**config.mk**
```make
export PLATFORM = sky130hd
export DESIGN_NAME = utf8_name_validator
export DESIGN_NICKNAME = d
export VERILOG_FILES = /design/src/rtl/u8nv_pkg.sv /design/src/rtl/utf8_name_validator.sv
export SDC_FILE = /design/constraint.sdc
export NUM_CORES = 1
export LEC_CHECK = 0
export ABC_AREA = 1
export BUFFER_PORTS_ARGS = -buffer_cell sky130_fd_sc_hd__buf_2
export CORE_ASPECT_RATIO = 0.8
export CORE_UTILIZATION = 55
export DETAILED_ROUTE_END_ITERATION = 8
export HOLD_SLACK_MARGIN = 0.02
export PLACE_DENSITY = 0.83
export SYNTH_ARGS = -nofsm -noshare
export SYNTH_HDL_FRONTEND = slang
export SYNTH_SLANG_ARGS = --single-unit
```
**constraint.sdc**
```tcl
create_clock -name clock -period 5.3 [get_ports clock]
set_clock_uncertainty 0.1 [all_clocks]
set_input_delay 0.265 -clock clock [delete_from_list [all_inputs] [get_ports clock]]
set_output_delay 0.265 -clock clock [all_outputs]
set_load 0.02 [all_outputs]
```
**src/rtl/u8nv_pkg.sv**
```systemverilog
// ----------------------------------------------------------------------------
// u8nv_pkg
// Types and constants for the UTF-8 name validator.
// ----------------------------------------------------------------------------
`default_nettype none

package u8nv_pkg;

   localparam int unsigned CountWidth = 10;
   localparam int unsigned CodeWidth  = 21;

   localparam logic [CountWidth-1:0] CountMax     = 10'd1023;
   localparam logic [CountWidth-1:0] MaxBytesRst  = 10'd256;

   localparam logic [CodeWidth-1:0]  CodeTop      = 21'h10ffff;
   localparam logic [CodeWidth-1:0]  SurrLow      = 21'h00d800;
   localparam logic [CodeWidth-1:0]  SurrHigh     = 21'h00dfff;
   localparam logic [CodeWidth-1:0]  C1Top        = 21'h00009f;

   localparam logic [7:0] AsciiSpace = 8'h20;
   localparam logic [7:0] AsciiDel   = 8'h7f;

   // lead byte class selects the smallest legal code point
   typedef enum logic [1:0] {
      CLS_TWO   = 2'd0,
      CLS_THREE = 2'd1,
      CLS_FOUR  = 2'd2,
      CLS_SPARE = 2'd3
   } overlong_class_type;

   typedef struct packed {
      logic [7:0] data_byte;
      logic       end_of_name;
   } req_payload_type;

   typedef struct packed {
      logic name_valid;
      logic failed;
      logic name_done;
   } rsp_payload_type;

   function automatic logic [CodeWidth-1:0] min_code(input overlong_class_type cls);
      logic [CodeWidth-1:0] res;
      case (cls)
         CLS_TWO:   res = 21'h000080;
         CLS_THREE: res = 21'h000800;
         CLS_FOUR:  res = 21'h010000;
         default:   res = 21'h010000;
      endcase
      return res;
   endfunction

endpackage

`default_nettype wire

```
**src/rtl/utf8_name_validator.sv**
```systemverilog
// ----------------------------------------------------------------------------
// utf8_name_validator
// Streaming UTF-8 name check, one byte per transfer, verdict per byte.
// ----------------------------------------------------------------------------
//  channel | ports                          | direction | payload
//  --------+--------------------------------+-----------+-----------------------
//  req     | req_valid, req_stall, req_data | in        | data_byte, end_of_name
//  rsp     | rsp_valid, rsp_stall, rsp_data | out       | name_valid, failed, done
//  csr     | csr_valid, csr_ready, csr_data | in        | max_name_bytes
//
//  One byte per cycle sustained while rsp is not stalled; each byte goes
//  through the input register, then is decoded into the result register.
//  The decode state updates only when a byte moves into the result register.
//  Synchronous reset clears all name state and sets the limit to 256.
//  A stall on rsp backs up into req_stall in the same cycle.
`default_nettype none

module utf8_name_validator (
   input  wire                        clock,
   input  wire                        reset,
   input  wire                        req_valid,
   output logic                       req_stall,
   input  u8nv_pkg::req_payload_type  req_data,
   output logic                       rsp_valid,
   input  wire                        rsp_stall,
   output u8nv_pkg::rsp_payload_type  rsp_data,
   input  wire                        csr_valid,
   output logic                       csr_ready,
   input  wire [9:0]                  csr_data
);
   import u8nv_pkg::*;

   // input and result registers
   logic                      in_vld_ff, in_vld_in;
   req_payload_type           in_data_ff;
   logic                      out_vld_ff, out_vld_in;
   rsp_payload_type           out_data_ff, out_data_in;

   // name state
   logic [CountWidth-1:0]     max_bytes_ff;
   logic                      fail_ff, fail_in;
   logic [1:0]                pend_ff, pend_in;
   logic [CodeWidth-1:0]      acc_ff, acc_in;
   overlong_class_type        cls_ff, cls_in;
   logic [CountWidth-1:0]     count_ff, count_in;

   logic                      out_free;
   logic                      move;
   logic [7:0]                b;
   logic [CodeWidth-1:0]      code;
   logic                      fail_now;

   assign out_free  = !out_vld_ff || !rsp_stall;
   assign move      = in_vld_ff && out_free;
   assign req_stall = in_vld_ff && !out_free;
   assign csr_ready = 1'b1;
   assign rsp_valid = out_vld_ff;
   assign rsp_data  = out_data_ff;

   assign in_vld_in  = (req_valid && !req_stall) ? 1'b1 : (move ? 1'b0 : in_vld_ff);
   assign out_vld_in = move ? 1'b1 : (rsp_stall ? out_vld_ff : 1'b0);

   always_comb begin
      b        = in_data_ff.data_byte;
      fail_in  = fail_ff || (count_ff >= max_bytes_ff);
      count_in = (count_ff == CountMax) ? count_ff : count_ff + 1'b1;
      pend_in  = pend_ff;
      acc_in   = acc_ff;
      cls_in   = cls_ff;
      code     = {acc_ff[CodeWidth-7:0], b[5:0]};

      if (pend_ff == 2'd0) begin
         case (b) inside
            [8'h00:8'h7f]: begin
               if (b < AsciiSpace || b == AsciiDel) fail_in = 1'b1;
            end
            [8'hc2:8'hdf]: begin
               pend_in = 2'd1;
               acc_in  = {16'd0, b[4:0]};
               cls_in  = CLS_TWO;
            end
            [8'he0:8'hef]: begin
               pend_in = 2'd2;
               acc_in  = {17'd0, b[3:0]};
               cls_in  = CLS_THREE;
            end
            [8'hf0:8'hf4]: begin
               pend_in = 2'd3;
               acc_in  = {18'd0, b[2:0]};
               cls_in  = CLS_FOUR;
            end
            default: begin
               fail_in = 1'b1;
            end
         endcase
      end else if (b[7:6] != 2'b10) begin
         fail_in = 1'b1;
         pend_in = 2'd0;
      end else begin
         acc_in  = code;
         pend_in = pend_ff - 2'd1;
         // sequence complete: range checks on the finished code point
         if (pend_ff == 2'd1) begin
            if (code < min_code(cls_ff) || code <= C1Top || code > CodeTop ||
                (code >= SurrLow && code <= SurrHigh))
               fail_in = 1'b1;
         end
      end

      fail_now = fail_in || (in_data_ff.end_of_name && pend_in != 2'd0);
      out_data_in.name_valid = !fail_now && (pend_in == 2'd0);
      out_data_in.failed     = fail_now;
      out_data_in.name_done  = in_data_ff.end_of_name;

      if (in_data_ff.end_of_name) begin
         fail_in  = 1'b0;
         pend_in  = 2'd0;
         acc_in   = '0;
         cls_in   = CLS_TWO;
         count_in = '0;
      end
   end

   always_ff @(posedge clock) begin
      if (reset) begin
         in_vld_ff    <= 1'b0;
         out_vld_ff   <= 1'b0;
         max_bytes_ff <= MaxBytesRst;
         fail_ff      <= 1'b0;
         pend_ff      <= 2'd0;
         acc_ff       <= '0;
         cls_ff       <= CLS_TWO;
         count_ff     <= '0;
      end else begin
         in_vld_ff  <= in_vld_in;
         out_vld_ff <= out_vld_in;
         if (csr_valid && csr_ready) max_bytes_ff <= csr_data;
         if (move) begin
            fail_ff  <= fail_in;
            pend_ff  <= pend_in;
            acc_ff   <= acc_in;
            cls_ff   <= cls_in;
            count_ff <= count_in;
         end
      end
   end

   always_ff @(posedge clock) begin
      if (req_valid && !req_stall) in_data_ff <= req_data;
      if (move)                    out_data_ff <= out_data_in;
   end

   // a valid verdict never comes with a failure
   a_valid_not_failed: assert property (@(posedge clock) disable iff (reset)
      rsp_valid |-> !(rsp_data.name_valid && rsp_data.failed))
      else $error("name_valid and failed both set");

   // the end of a name leaves the decoder idle
   a_clear_after_end: assert property (@(posedge clock) disable iff (reset)
      (move && in_data_ff.end_of_name) |=> (pend_ff == 2'd0 && count_ff == '0 && !fail_ff))
      else $error("name state not cleared after last byte");

   // a held result is not overwritten
   a_hold_result: assert property (@(posedge clock) disable iff (reset)
      (rsp_valid && rsp_stall) |=> (rsp_valid && $stable(rsp_data)))
      else $error("stalled result changed");

   // a byte in the input register is never lost
   a_no_drop: assert property (@(posedge clock) disable iff (reset)
      (in_vld_ff && !move) |=> in_vld_ff)
      else $error("input byte dropped");

endmodule

`default_nettype wire

```
======== Yosys cells after proc, flatten, opt, wreduce, memory -nomap -nowiden ========
Index checks and enable logic that the tools add are counted.
storage, ports and cells
  register bits after elaboration ......... 54
  input bits .............................. 24
  output and inout bits ................... 6
  logic and storage cells ................. 113
operators by class
  $add $sub $neg .......................... 2
  $lt $le $gt $ge ......................... 15
  equal/unequal tests ..................... 11
  mux-type cells .......................... 40
  reductions and logical operators ........ 32
operator list
  cell                                                                 count
  two-way mux 15 bit                                                   7
  two-way mux 21 bit                                                   3
  one-hot mux 17 bit (2 select lines)                                  1
  two-way mux 2 bit                                                    13
  greater-or-equal comparator 8 bit, second input constant             3
  <= comparator 8 bit, second input constant                           3
  greater-or-equal comparator 21 x 16 -> 1 bit, second input constant  1
  greater-than comparator 21 bit, second input constant                1
  <= comparator 21 x 16 -> 1 bit, second input constant                1
  <= comparator 21 x 8 -> 1 bit, second input constant                 1
  less-than comparator 21 bit                                          1
  two-way mux 10 bit                                                   2
  two-way mux 1 bit                                                    14
  adder 10 x 1 -> 10 bit, second input constant                        1
  == test 10 bit, second input constant                                1
  greater-or-equal comparator 10 bit                                   1
  logical AND 1 bit                                                    10
  == test 8 x 7 -> 1 bit, second input constant                        1
  greater-or-equal comparator 8 x 1 -> 1 bit, second input constant    1
  <= comparator 8 x 7 -> 1 bit, second input constant                  1
  less-than comparator 8 x 6 -> 1 bit, second input constant           1
  AND reduction 4 bit                                                  2
  logical OR 1 bit                                                     7
  logical NOT 2 bit                                                    3
  10 further kinds                                                     20

======== Logic depth before layout (Yosys ltp) ========
Gate-level depths: netlist (run 1).
  word-level depth ........................ 16
  depth in mapped cells ................... 14
  gate-level depth less buffers ........... 14

======== Least setup slack after synthesis (run 1) ========
No wires, ideal clock.
  path kind ............................... register to register
  from .................................... register max_bytes_ff[9]
  to ...................................... register out_data_ff, in the netlist rsp_data[1], data pin
  setup time .............................. 0.256 ns
  arrival ................................. 1.344 ns
  required time ........................... 4.944 ns
  slack ................................... 3.599 ns
  stages on the path, launching flop included .. 11
  buffers on the path ..................... 0
  clock period less this slack ............ 1.701 ns
  cell sequence ........................... dfxtp_1 > inv_1 > ha_1 > nand2_1 > inv_1 > a21oi_1 > nand4_1 > nor3_1 > nand3_1 > nand2_1 > o21ai_1
on the way
  word-level cells in the longest chain between the ends .. 8
  elaborated cells on any way between the ends .. 12
  classes of those cells .................. order compare: 1; mux: 9; reduce/logical: 2
RTL lines
  element                               RTL line                    source
  start, declared                       utf8_name_validator.sv:40   logic [CountWidth-1:0] max_bytes_ff;
  start signal, assigned                utf8_name_validator.sv:128  max_bytes_ff <= MaxBytesRst;
  start signal, assigned                utf8_name_validator.sv:137  if (csr_valid && csr_ready) max_bytes_ff <= csr_data;
  greater-or-equal comparator 10 bit *  utf8_name_validator.sv:65   fail_in = fail_ff || (count_ff >= max_bytes_ff);
  logical OR 1 bit *                    utf8_name_validator.sv:65
  two-way mux 1 bit (4 in series)       utf8_name_validator.sv:73   case (b) inside
  two-way mux 1 bit *                   utf8_name_validator.sv:72   if (pend_ff == 2'd0) begin
  logical OR 1 bit *                    utf8_name_validator.sv:110  fail_now = fail_in || (in_data_ff.end_of_name && pend_in != 2'd0);
  net fail_now                          utf8_name_validator.sv:51   logic fail_now;
  end signal, assigned                  utf8_name_validator.sv:150  if (move) out_data_ff <= out_data_in;
  end, declared                         utf8_name_validator.sv:37   rsp_payload_type out_data_ff, out_data_in;
The timed path passes the listed nets; every way through them passes the cells marked *.
A chain may end at the register's enable or synchronous reset.

======== Worst setup path after layout (run 1) ========
  from .................................... register pend_ff[0]
  to ...................................... register acc_ff[3]
on the way
  word-level cells in the longest chain between the ends .. 3
  elaborated cells on any way between the ends .. 7
  classes of those cells .................. eq/ne: 3; mux: 2; reduce/logical: 2
RTL lines
  element                                                                     RTL line                    source
  start, declared                                                             utf8_name_validator.sv:42   logic [1:0] pend_ff, pend_in;
  start signal, assigned                                                      utf8_name_validator.sv:140  pend_ff <= pend_in;
  logical NOT 2 bit *                                                         utf8_name_validator.sv:72
  != test 5 x 2 -> 1 bit (no line), or another cell as far along              n/a
  AND reduction 4 bit (no line) / two-way mux 15 bit (equally long branches)  n/a
  end signal, assigned                                                        utf8_name_validator.sv:141  acc_ff <= acc_in;
  end, declared                                                               utf8_name_validator.sv:43   logic [CodeWidth-1:0] acc_ff, acc_in;
Every way passes the cells marked *; elsewhere a longest branch is shown, timed or not.

==> results of run 1 <==
-- per-layer routing --
layer  part of all wire (%)  up-vias  wire length (um)
met3                    6.9        7               399
met5                      0        -                 0
met2                     40      104              2300
met1                     52     1071              2990
li1                       -     1243                 -
met4                    1.2        0                70
-- worst max-delay path: stages (launching register included) --
cell and delay [ps]:
dfxtp_1 400, inv_1 80, ha_1 270, nor2_2 340, a21oi_1 140, nand2_2 320
clkinv_2 220, o21ai_0 220, nor2_1 60
-- stage by stage --
| step | worst slack (ps) | power, uW | hold WS, ps | cells | area [sq um] |
|---|---|---|---|---|---|
| finish | 3050 | 783 | 32.6 | 448 | 3050 |
| global route | 2820 | 818 | 25.7 | 448 | 3050 |
| CTS | 3100 | 785 | 26.3 | 448 | 3050 |
| detailed placement | 3130 | 561 | 344 | 441 | 2960 |
| global placement | 3230 | 557 | 341 | 441 | 2960 |
| floorplan | 3600 | 535 | 264 | 361 | 2800 |
-- cell families (layout without fill, tap and decap cells) --
family	after synthesis	count (layout)	share of synthesized area [%]
flip-flops	54	54	42.9
AO/OA/AOI/OAI	80	80	15.3
adder cells (fa/ha/maj)	15	15	6.70
AND/OR/NAND/NOR	142	142	24.5
XOR/XNOR	2	2	0.626
other	1	1	0.134
buffers and inverters	67	94	9.83
-- synth_stat cells (all sizes together) (2+ instances only) --
| cell | number | area [sq um] |
|---|---|---|
| edfxtp | 12 | 360 |
| a21oi | 44 | 220 |
| nand2 | 56 | 215 |
| o21ai | 27 | 135 |
| clkbuf | 4 | 15.0 |
| inv | 58 | 218 |
| buf | 4 | 37.5 |
| o31ai | 2 | 15.0 |
| dfxtp | 42 | 841 |
| a211oi | 2 | 20.0 |
| ha | 15 | 188 |
| nor3 | 9 | 72.6 |
| nand4 | 8 | 56.3 |
| nand3 | 28 | 155 |
| xor2 | 2 | 17.5 |
| nor2 | 38 | 163 |
-- layout make-up --
class,count,area [sq um]
inverter,59,223
sequential,54,1200
clock buffer,7,86.3
tap,60,75.1
multi-input combinational,240,1320
timing repair buffer,28,140
fill,406,1690
-- power by group --
group | internal [uW] | leakage [uW] | total [uW] | switching (uW)
Sequential | 439 | 0.000459 | 450 | 11.0
Combinational | 36.9 | 0.000868 | 104 | 67.5
Clock | 104 | 0.0000443 | 229 | 125
Total | 580 | 0.00137 | 783 | 203
-- worst max path at each step --
stage | from | to | slack [ps]
detailed placement | pend_ff[0]$_SDFFE_PP0P_ | acc_ff[3]$_SDFFE_PP0P_ | 3130
finish | pend_ff[0]$_SDFFE_PP0P_ | acc_ff[3]$_SDFFE_PP0P_ | 3050
global route | pend_ff[0]$_SDFFE_PP0P_ | acc_ff[3]$_SDFFE_PP0P_ | 2820
CTS | pend_ff[0]$_SDFFE_PP0P_ | acc_ff[3]$_SDFFE_PP0P_ | 3100
floorplan | max_bytes_ff[9]$_SDFFE_PP0P_ | rsp_data[1]$_DFFE_PP_ | 3600
global placement | pend_ff[0]$_SDFFE_PP0P_ | acc_ff[3]$_SDFFE_PP0P_ | 3230
-- registers in the layout, indices dropped and copies added, names as in the netlist --
| signal | count |
|---|---|
| acc_ff | 15 |
| b | 8 |
| cls_ff | 2 |
| count_ff | 10 |
| fail_ff | 1 |
| in_data_ff | 1 |
| in_vld_ff | 1 |
| max_bytes_ff | 10 |
| pend_ff | 2 |
| rsp_data | 3 |
| rsp_valid | 1 |
==> impl_metrics.yaml, run 1 <==
yosys:
  async_flop_share_pct: 0
  ys_ff_latch: 54
  synth-main-ff-cell: "dfxtp_1"
  yosys_warnings: 0
  netlist_instances: 361
  synth.avg_cell_area_sq_um: 7.76
  synthesis.nets: 400
  synth_area_sq_mm: 0.00280
  ys_seq_area_share_pct: 42.9
  ys_types: 37
  synth_edf_count: 12
min_path:
  hold_start: "req_data[7]"
  hp-class: "in2reg"
  holdPathEnd: "b[6]$_DFFE_PP_"
  holdPathStages: 1
timing:
  max_slew_margin_pct: 65.1
  tns_ps: 0
  finalHoldViolCount: 0
  setup_viol: 0
  rsz0062_at_grt: "no"
  maxSlewViolCount: 0
  period_share_pct: 42.5
  max_freq_ghz: 0.444
  min_period_ps: 2250
  worst_slew_pin_slew_ps: 523
clocking:
  cts_buffer_depth: 2
  post_cts_buffers: 0
  numCtsBuffers: 5
  cts_resized: 0
  cts_hold_buffers: 0
  clkTransAtPathRegs_ps: 90
  cts.htree.levels: 2
  cts-root-buf: "clkbuf_8"
  cts_sinks: 54
  cts_tree: "done"
  insertion_delay_ps: 300
place:
  port-buffer-count: 28
  place.gp.congestion: 0.943
  dp_hpwl_um: 4280
global_route:
  met2_usage_pct: 33.5
  grt_max_degree: 23
  antenna_found_initial: 0
  track_usage_pct: 23.8
  grt_pass1_wl_um: 9640
  overflow: 0
  grtUsageMet3_pct: 4.28
  grt_use_met1_pct: 35.9
  gr-max-usage-layer: "met1"
  grt_pass1_vias: 2126
final_layout:
  area_growth_pct: 8.89
  final_cell_mix: "nand2_1 (54), inv_1 (47), a21oi_1 (44)"
  antenna_cells: 0
  drive_above_1_share_pct: 15.7
  layout_commonest_cell: "nand2_1"
  nets: 427
  final_core_util_pct: 64.4
run:
  maxCapViolations: 0
drt:
  dr.pass1.iters: 5
  drt_iter0_drc: 305
  vias: 2425
  drc_errors: 0
  detail-route-antenna-nets: 0
  routed_wl_um: 5760
  drt-wirelength-per-cell_um: 12.9
  vias_per_cell: 5.41
critical_path:
  worstPathMaxFanout: 22
  r2r_slack_ps: 3050
  critPathKind: "reg2reg"
  critPathLaunchType: "flop"
  ff2ff_path_depth: 8
  critPathCaptureType: "flop"
  critPathArrivalTime_ps: 2360
  worstPathRequired_ps: 5410
  regToRegEndpoint: "acc_ff[3]$_SDFFE_PP0P_"
  reg2reg_from: "pend_ff[0]$_SDFFE_PP0P_"
die:
  rows: 22
  dieHeight_um: 65.8
  pin_count: 30
  die-area_sq_mm: 0.00538
  start_util_pct: 59.1
  core-area_sq_mm: 0.00473
  die_x_um: 81.8
power_and_ir_drop:
  ir_drop_mv: 0.148
  p_per_area_mw_per_mm2: 257
  p_leak_uw: 0.00137
status:
  status: "completed"
No activity file was read; power rests on OpenSTA's default activity.
==> inputs of run 2 (changes only) <==
ABC_AREA = 0   (was 1)
PLACE_DENSITY = 0.84   (was 0.83)
clock period = 2.1 ns   (was 5.3 ns; I/O delays follow)
==> run 2 against run 1 <==
Net effect: the run now ends with setup timing left; sequential power grew to 2.5 times the previous value; hold slack better by 26 ps; power grew to 2.8 times the previous value; final cell count is 11% lower; via count up 18%; register-to-register slack worse by 3400 ps; area after synthesis down 8.1%; sequential share of layout area is 5.6 points lower; synthesized cell count down 29%; clock power grew to 3.1 times the previous value; sequential cell count did not move; clock-buffer cell count grew 1; critical endpoint is now rsp_data[1]$_DFFE_PP_; largest cell class unchanged.
==> impl_metrics.yaml, run 2 <==
status:
  status: "finished with violations"
  violations: "setup timing"
timing:
  rsz0062_at_grt: "yes"
  maxSlewViolCount: 0
  period_share_pct: 118
  max_slew_margin_pct: 46.2
  worst_slew_pin_slew_ps: 799
  min_period_ps: 2480
  setup_viol: 24
  hold_slack_ps: 58.9
  max_freq_ghz: 0.403
  finalWorstSetupSlack_ps: -384
  finalHoldViolCount: 0
power_and_ir_drop:
  seqPwrFrac_pct: 52.1
  p_leak_uw: 0.00149
  p_switching_uw: 587
  combPwrFrac_pct: 15.7
  ir_drop_mv: 0.817
  switching_share_pct: 27.0
  power_uw: 2170
  p_per_area_mw_per_mm2: 602
  p_clk_share_pct: 32.2
  p_int_uw: 1590
die:
  pin_count: 30
  dieHeight_um: 63.2
  core-area_sq_mm: 0.00434
  start_util_pct: 59.3
  die_x_um: 78.5
  die-area_sq_mm: 0.00496
  rows: 21
global_route:
  overflow: 0
  grt_pass1_vias: 2573
  track_usage_pct: 35.4
  grt_max_degree: 19
  antenna_found_initial: 0
  grt_pass1_wl_um: 13100
yosys:
  synth.avg_cell_area_sq_um: 10.0
  synthesis.nets: 296
  async_flop_share_pct: 0
  synth_area_sq_mm: 0.00257
  ys_ff_latch: 54
  synth-main-ff-cell: "dfxtp_1"
  yosys_warnings: 0
  yosysTopAreaCell: "dfxtp_1"
  synth.most_common_cell: "dfxtp_1"
  synth_top_area_share_pct: 32.7
  synth_common_cells: "dfxtp_1 (42), nor2_1 (32), inv_1 (18)"
  synth_edf_count: 12
  ys_seq_area_share_pct: 46.7
  ys_types: 60
  synth_area_leaders: "dfxtp_1 (33%), edfxtp_1 (14%), ha_1 (7.3%), nor2_1 (4.7%), mux2i_1 (3.9%)"
  netlist_instances: 257
critical_path:
  critPathCaptureType: "flop"
  worstPathRequired_ps: 2050
  worstPathMaxFanout: 3
  critPathArrivalTime_ps: 2430
  critPathKind: "reg2reg"
  critPathLaunchType: "flop"
clocking:
  cts-root-buf: "clkbuf_8"
  cts_buffer_depth: 2
  clkTransAtPathRegs_ps: 100
  cts.htree.levels: 2
  cts_tree: "done"
  numCtsBuffers: 5
  cts_sinks: 54
  insertion_delay_ps: 320
final_layout:
  largest-register: "acc_ff"
  final_cell_mix: "buf_4 (33), nor2_1 (32), dfxtp_1 (29)"
  nets: 380
  largest_reg_flops: 15
  layout_commonest_cell: "buf_4"
  multi_input_area_sq_mm: 0.00150
  area_growth_pct: 40.2
  drive_above_1_share_pct: 35.4
  antenna_cells: 0
  top_regs: "acc_ff: 15 flops, count_ff: 10 flops, max_bytes_ff: 10 flops"
  fillers: 185
  fin_area_sq_mm: 0.00361
  regArea_sq_mm: 0.00122
place:
  port-buffer-count: 28
  place.gp.congestion: 0.899
  dp_hpwl_um: 4500
  place_area_sq_mm: 0.00309
drt:
  detail-route-antenna-nets: 0
  drt_iter0_drc: 573
  vias_per_cell: 7.19
  routed_wl_um: 10600
  drc_errors: 0
  drt-wirelength-per-cell_um: 26.6
  dr.pass1.iters: 8
  vias: 2869
min_path:
  hp-class: "in2reg"
run:
  maxCapViolations: 0
## run 2: power groups by stage
stage | registers [uW] | logic, uW | clock network (uW)
after floorplan | 1140 | 134 | 0
after detailed placement | 1140 | 222 | 0
after global placement | 1140 | 214 | 0
final | 1130 | 341 | 699
after global routing | 1130 | 348 | 716
after CTS | 1120 | 259 | 660
## run 2: area by class of cell
cell class,count,share of cell area (%)
inverter,18,1.87
clock buffer,8,3.05
tap,57,1.98
multi-input combinational,178,41.5
timing repair buffer,84,17.8
sequential,54,33.8
## run 2: cell families after synthesis
| logic type | after synthesis | share of synthesized area (%) |
|---|---|---|
| adders and majority gates | 15 | 7.30 |
| other | 1 | 0.146 |
| and+or+nand+nor | 89 | 18.8 |
| AOI/OAI and AO/OA | 58 | 17.0 |
| buffers and inverters | 25 | 4.47 |
| DFF | 54 | 46.7 |
| muxes | 10 | 3.89 |
| xor gates and xnor gates | 5 | 1.70 |
## run 2: worst max-delay path, cell delays in order, from the launching register on
cell and delay (ps):
dfxtp_2 350, inv_1 160, ha_4 240, nand4_1 100, o22ai_1 90, a2111o_1 330, or4b_4 590, o41ai_4 100
o21ai_2 140
## run 2: final timing paths
path | start | end | slack (ps) | cells past startpoint
worst max register to register | max_bytes_ff[9]$_SDFFE_PP0P_ | rsp_data[1]$_DFFE_PP_ | -380 | 8
worst min register to register | acc_ff[11]$_SDFFE_PP0P_ | acc_ff[11]$_SDFFE_PP0P_ | 420 | 1
worst max-delay path | max_bytes_ff[9]$_SDFFE_PP0P_ | rsp_data[1]$_DFFE_PP_ | -380 | 8
worst min-delay path | reset | max_bytes_ff[8]$_SDFFE_PP1P_ | 60 | 3
## run 2: timing repair
item                                    CTS  global route
gates resized for setup                   7            23
pin swaps                                 1            22
hold buffers                             21             0
endpoints found under the setup margin    5            27
gates cloned                              0             1
hold endpoints to repair                 21             0
buffers inserted                          0             2
## run 2: per-layer routing
| metal | up-vias | global-route usage (%) | share of wire [%] |
|---|---|---|---|
| li1 | 1112 | - | - |
| met1 | 1298 | 43.9 | 34 |
| met2 | 337 | 54.6 | 42 |
| met3 | 122 | 11.4 | 15 |
| met4 | 0 | 19.2 | 9.0 |
| met5 | - | 0 | 0 |
## run 2: metrics by stage
stage	cells	setup WS (ps)	util (%)	TNS, ps
after global placement	367	-136	71.2	-214
after detailed placement	367	-199	71.2	-340
after global routing	399	-373	83.2	-3070
after floorplan	257	-86.5	-	-102
after CTS	396	-164	79.7	-252
final	399	-384	83.2	-2890
==> inputs of run 3 (changes only) <==
ABC_AREA = 1   (was 0)
PLACE_DENSITY = 0.83   (was 0.84)
RECOVER_POWER = 25   (was not set)
==> run 3 against run 2 <==
Net effect: the run now ends clean; die area up 8.6%; setup slack better by 530 ps; utilization down 13 points; combinational power down 11%; non-clock buffer count down 29; via count down 12%; final area down 8.3%; first-iteration DRC count down 60%; largest cell class unchanged; largest power group unchanged.
==> impl_metrics.yaml, run 3 (synthesis results as in run 1) <==
die:
  start_util_pct: 59.1
  die-area_sq_mm: 0.00538
  dieHeight_um: 65.8
  pin_count: 30
  die_x_um: 81.8
  core-area_sq_mm: 0.00473
  rows: 22
critical_path:
  reg2reg_from: "count_ff[4]$_SDFFE_PP0P_"
  critPathKind: "in2reg"
  critPathLaunchType: "primary input"
  worstPathRequired_ps: 2190
  crit_family: "buffers and inverters"
  cpMostUsedCell: "dlygate4sd3_1"
  cp_num_buf_inv: 4
  crit_chain: "dlygate4sd3_1, buf_2, a21oi_1, dlygate4sd3_1, o21ai_0, dlygate4sd3_1"
  worstPathMaxFanout: 1
  critPathArrivalTime_ps: 2050
  crit_start: "csr_data[8]"
  critPathCaptureType: "flop"
  critPathMaxStageDelay_ps: 560
  critPathSlowestCell: "dlygate4sd3_1"
final_layout:
  top_regs: "acc_ff: 15 flops, count_ff: 10 flops, max_bytes_ff: 10 flops"
  antenna_cells: 0
  nets: 454
  largest_reg_flops: 15
  final_cell_mix: "nand2_1 (54), inv_1 (47), a21oi_1 (44)"
  largest-register: "acc_ff"
  drive_above_1_share_pct: 15.6
  area_growth_pct: 18.1
  layout_commonest_cell: "nand2_1"
min_path:
  hold_start: "csr_data[7]"
  hp-class: "in2reg"
timing:
  worst_slew_pin_slew_ps: 860
  period_share_pct: 93.1
  finalHoldViolCount: 0
  max_slew_margin_pct: 42.6
  setup_viol: 0
  tns_ps: 0
  max_freq_ghz: 0.512
  min_period_ps: 1950
  maxSlewViolCount: 0
  rsz0062_at_grt: "no"
  finalWorstSetupSlack_ps: 145
power_and_ir_drop:
  switching_share_pct: 26.5
  p_leak_uw: 0.00149
  ir_drop_mv: 0.381
  p_clk_share_pct: 27.7
  p_per_area_mw_per_mm2: 602
  p_int_uw: 1460
  combPwrFrac_pct: 15.3
  p_switching_uw: 527
  seqPwrFrac_pct: 57.0
clocking:
  cts_buffer_depth: 2
  cts_sinks: 54
  cts_tree: "done"
  cts-root-buf: "clkbuf_8"
  insertion_delay_ps: 300
  numCtsBuffers: 5
  clkTransAtPathRegs_ps: 90
  cts.htree.levels: 2
  post_cts_buffers: 0
place:
  port-buffer-count: 28
  place.gp.congestion: 0.898
  dp_hpwl_um: 4320
  dpl_worst_slack_ps: 207
global_route:
  grt_max_degree: 19
  antenna_found_initial: 0
  track_usage_pct: 24.4
  grt_pass1_vias: 2240
  grt_pass1_wl_um: 9960
  overflow: 0
drt:
  detail-route-antenna-nets: 0
  vias_per_cell: 5.31
  drt_iter0_drc: 230
  drc_errors: 0
  vias: 2527
  drt-wirelength-per-cell_um: 12.7
  dr.pass1.iters: 4
  routed_wl_um: 6030
status:
  status: "completed"
run:
  maxCapViolations: 0
run 3: worst reg2reg max path: stages (launching register included):
cell,delay [ps]
dfxtp_1,430
ha_1,270
nand2_1,110
inv_1,50
nand2_1,50
nand2_1,50
nand2_1,60
nand4_1,110
nor3_1,160
nand3_1,140
nand2_1,80
o21ai_1,70
run 3: routing by layer:
metal / global-route usage, % / up-vias / wire length (um)
li1: - / 1303 / -
met1: 34.4 / 1154 / 3020
met2: 38.6 / 66 / 2700
met3: 4.83 / 4 / 269
met4: 5.26 / 0 / 38
met5: 0 / - / 0
run 3: metrics by stage:
stage	std cells	cell area (sq um)	power (uW)	utilization, %	hold WS (ps)
global placement	445	2990	1410	63.2	182
floorplan	361	2800	1350	-	104
detailed placement	445	2990	1420	63.2	183
global route	476	3310	2090	69.8	57.5
finish	476	3310	1990	69.8	30.0
CTS	476	3300	2000	69.8	32.0
run 3: layout make-up:
cell class              count  area, sq um
clock buffers               6         72.6
flip-flops and latches     54         1200
multi-input cells         240         1330
fillers                   383         1430
repair buffers             55          395
clock inverters             2         8.76
well taps                  60         75.1
inverters                  59          223
run 3: repair_timing:
item / 4_1_cts / 5_1_grt
endpoints found under the hold margin: 20 / 0
endpoints found under the setup margin: 0 / 2
hold buffers: 23 / 0
gates resized for setup: 0 / 3
run 3: power groups by stage:
| stage | Combinational, uW | Clock, uW | Sequential, uW |
|---|---|---|---|
| CTS | 299 | 562 | 1130 |
| floorplan | 194 | 0 | 1160 |
| global placement | 255 | 0 | 1160 |
| finish | 305 | 551 | 1140 |
| detailed placement | 265 | 0 | 1160 |
| global route | 342 | 604 | 1140 |
run 3: final timing paths:
path                                                     end  depth (start not counted)  slack (ps)
worst max-delay path            max_bytes_ff[8]$_SDFFE_PP1P_                          6         150
worst min-delay path            max_bytes_ff[7]$_SDFFE_PP0P_                          3          30
worst max register to register         rsp_data[1]$_DFFE_PP_                         11         180
worst min register to register       acc_ff[11]$_SDFFE_PP0P_                          2         370
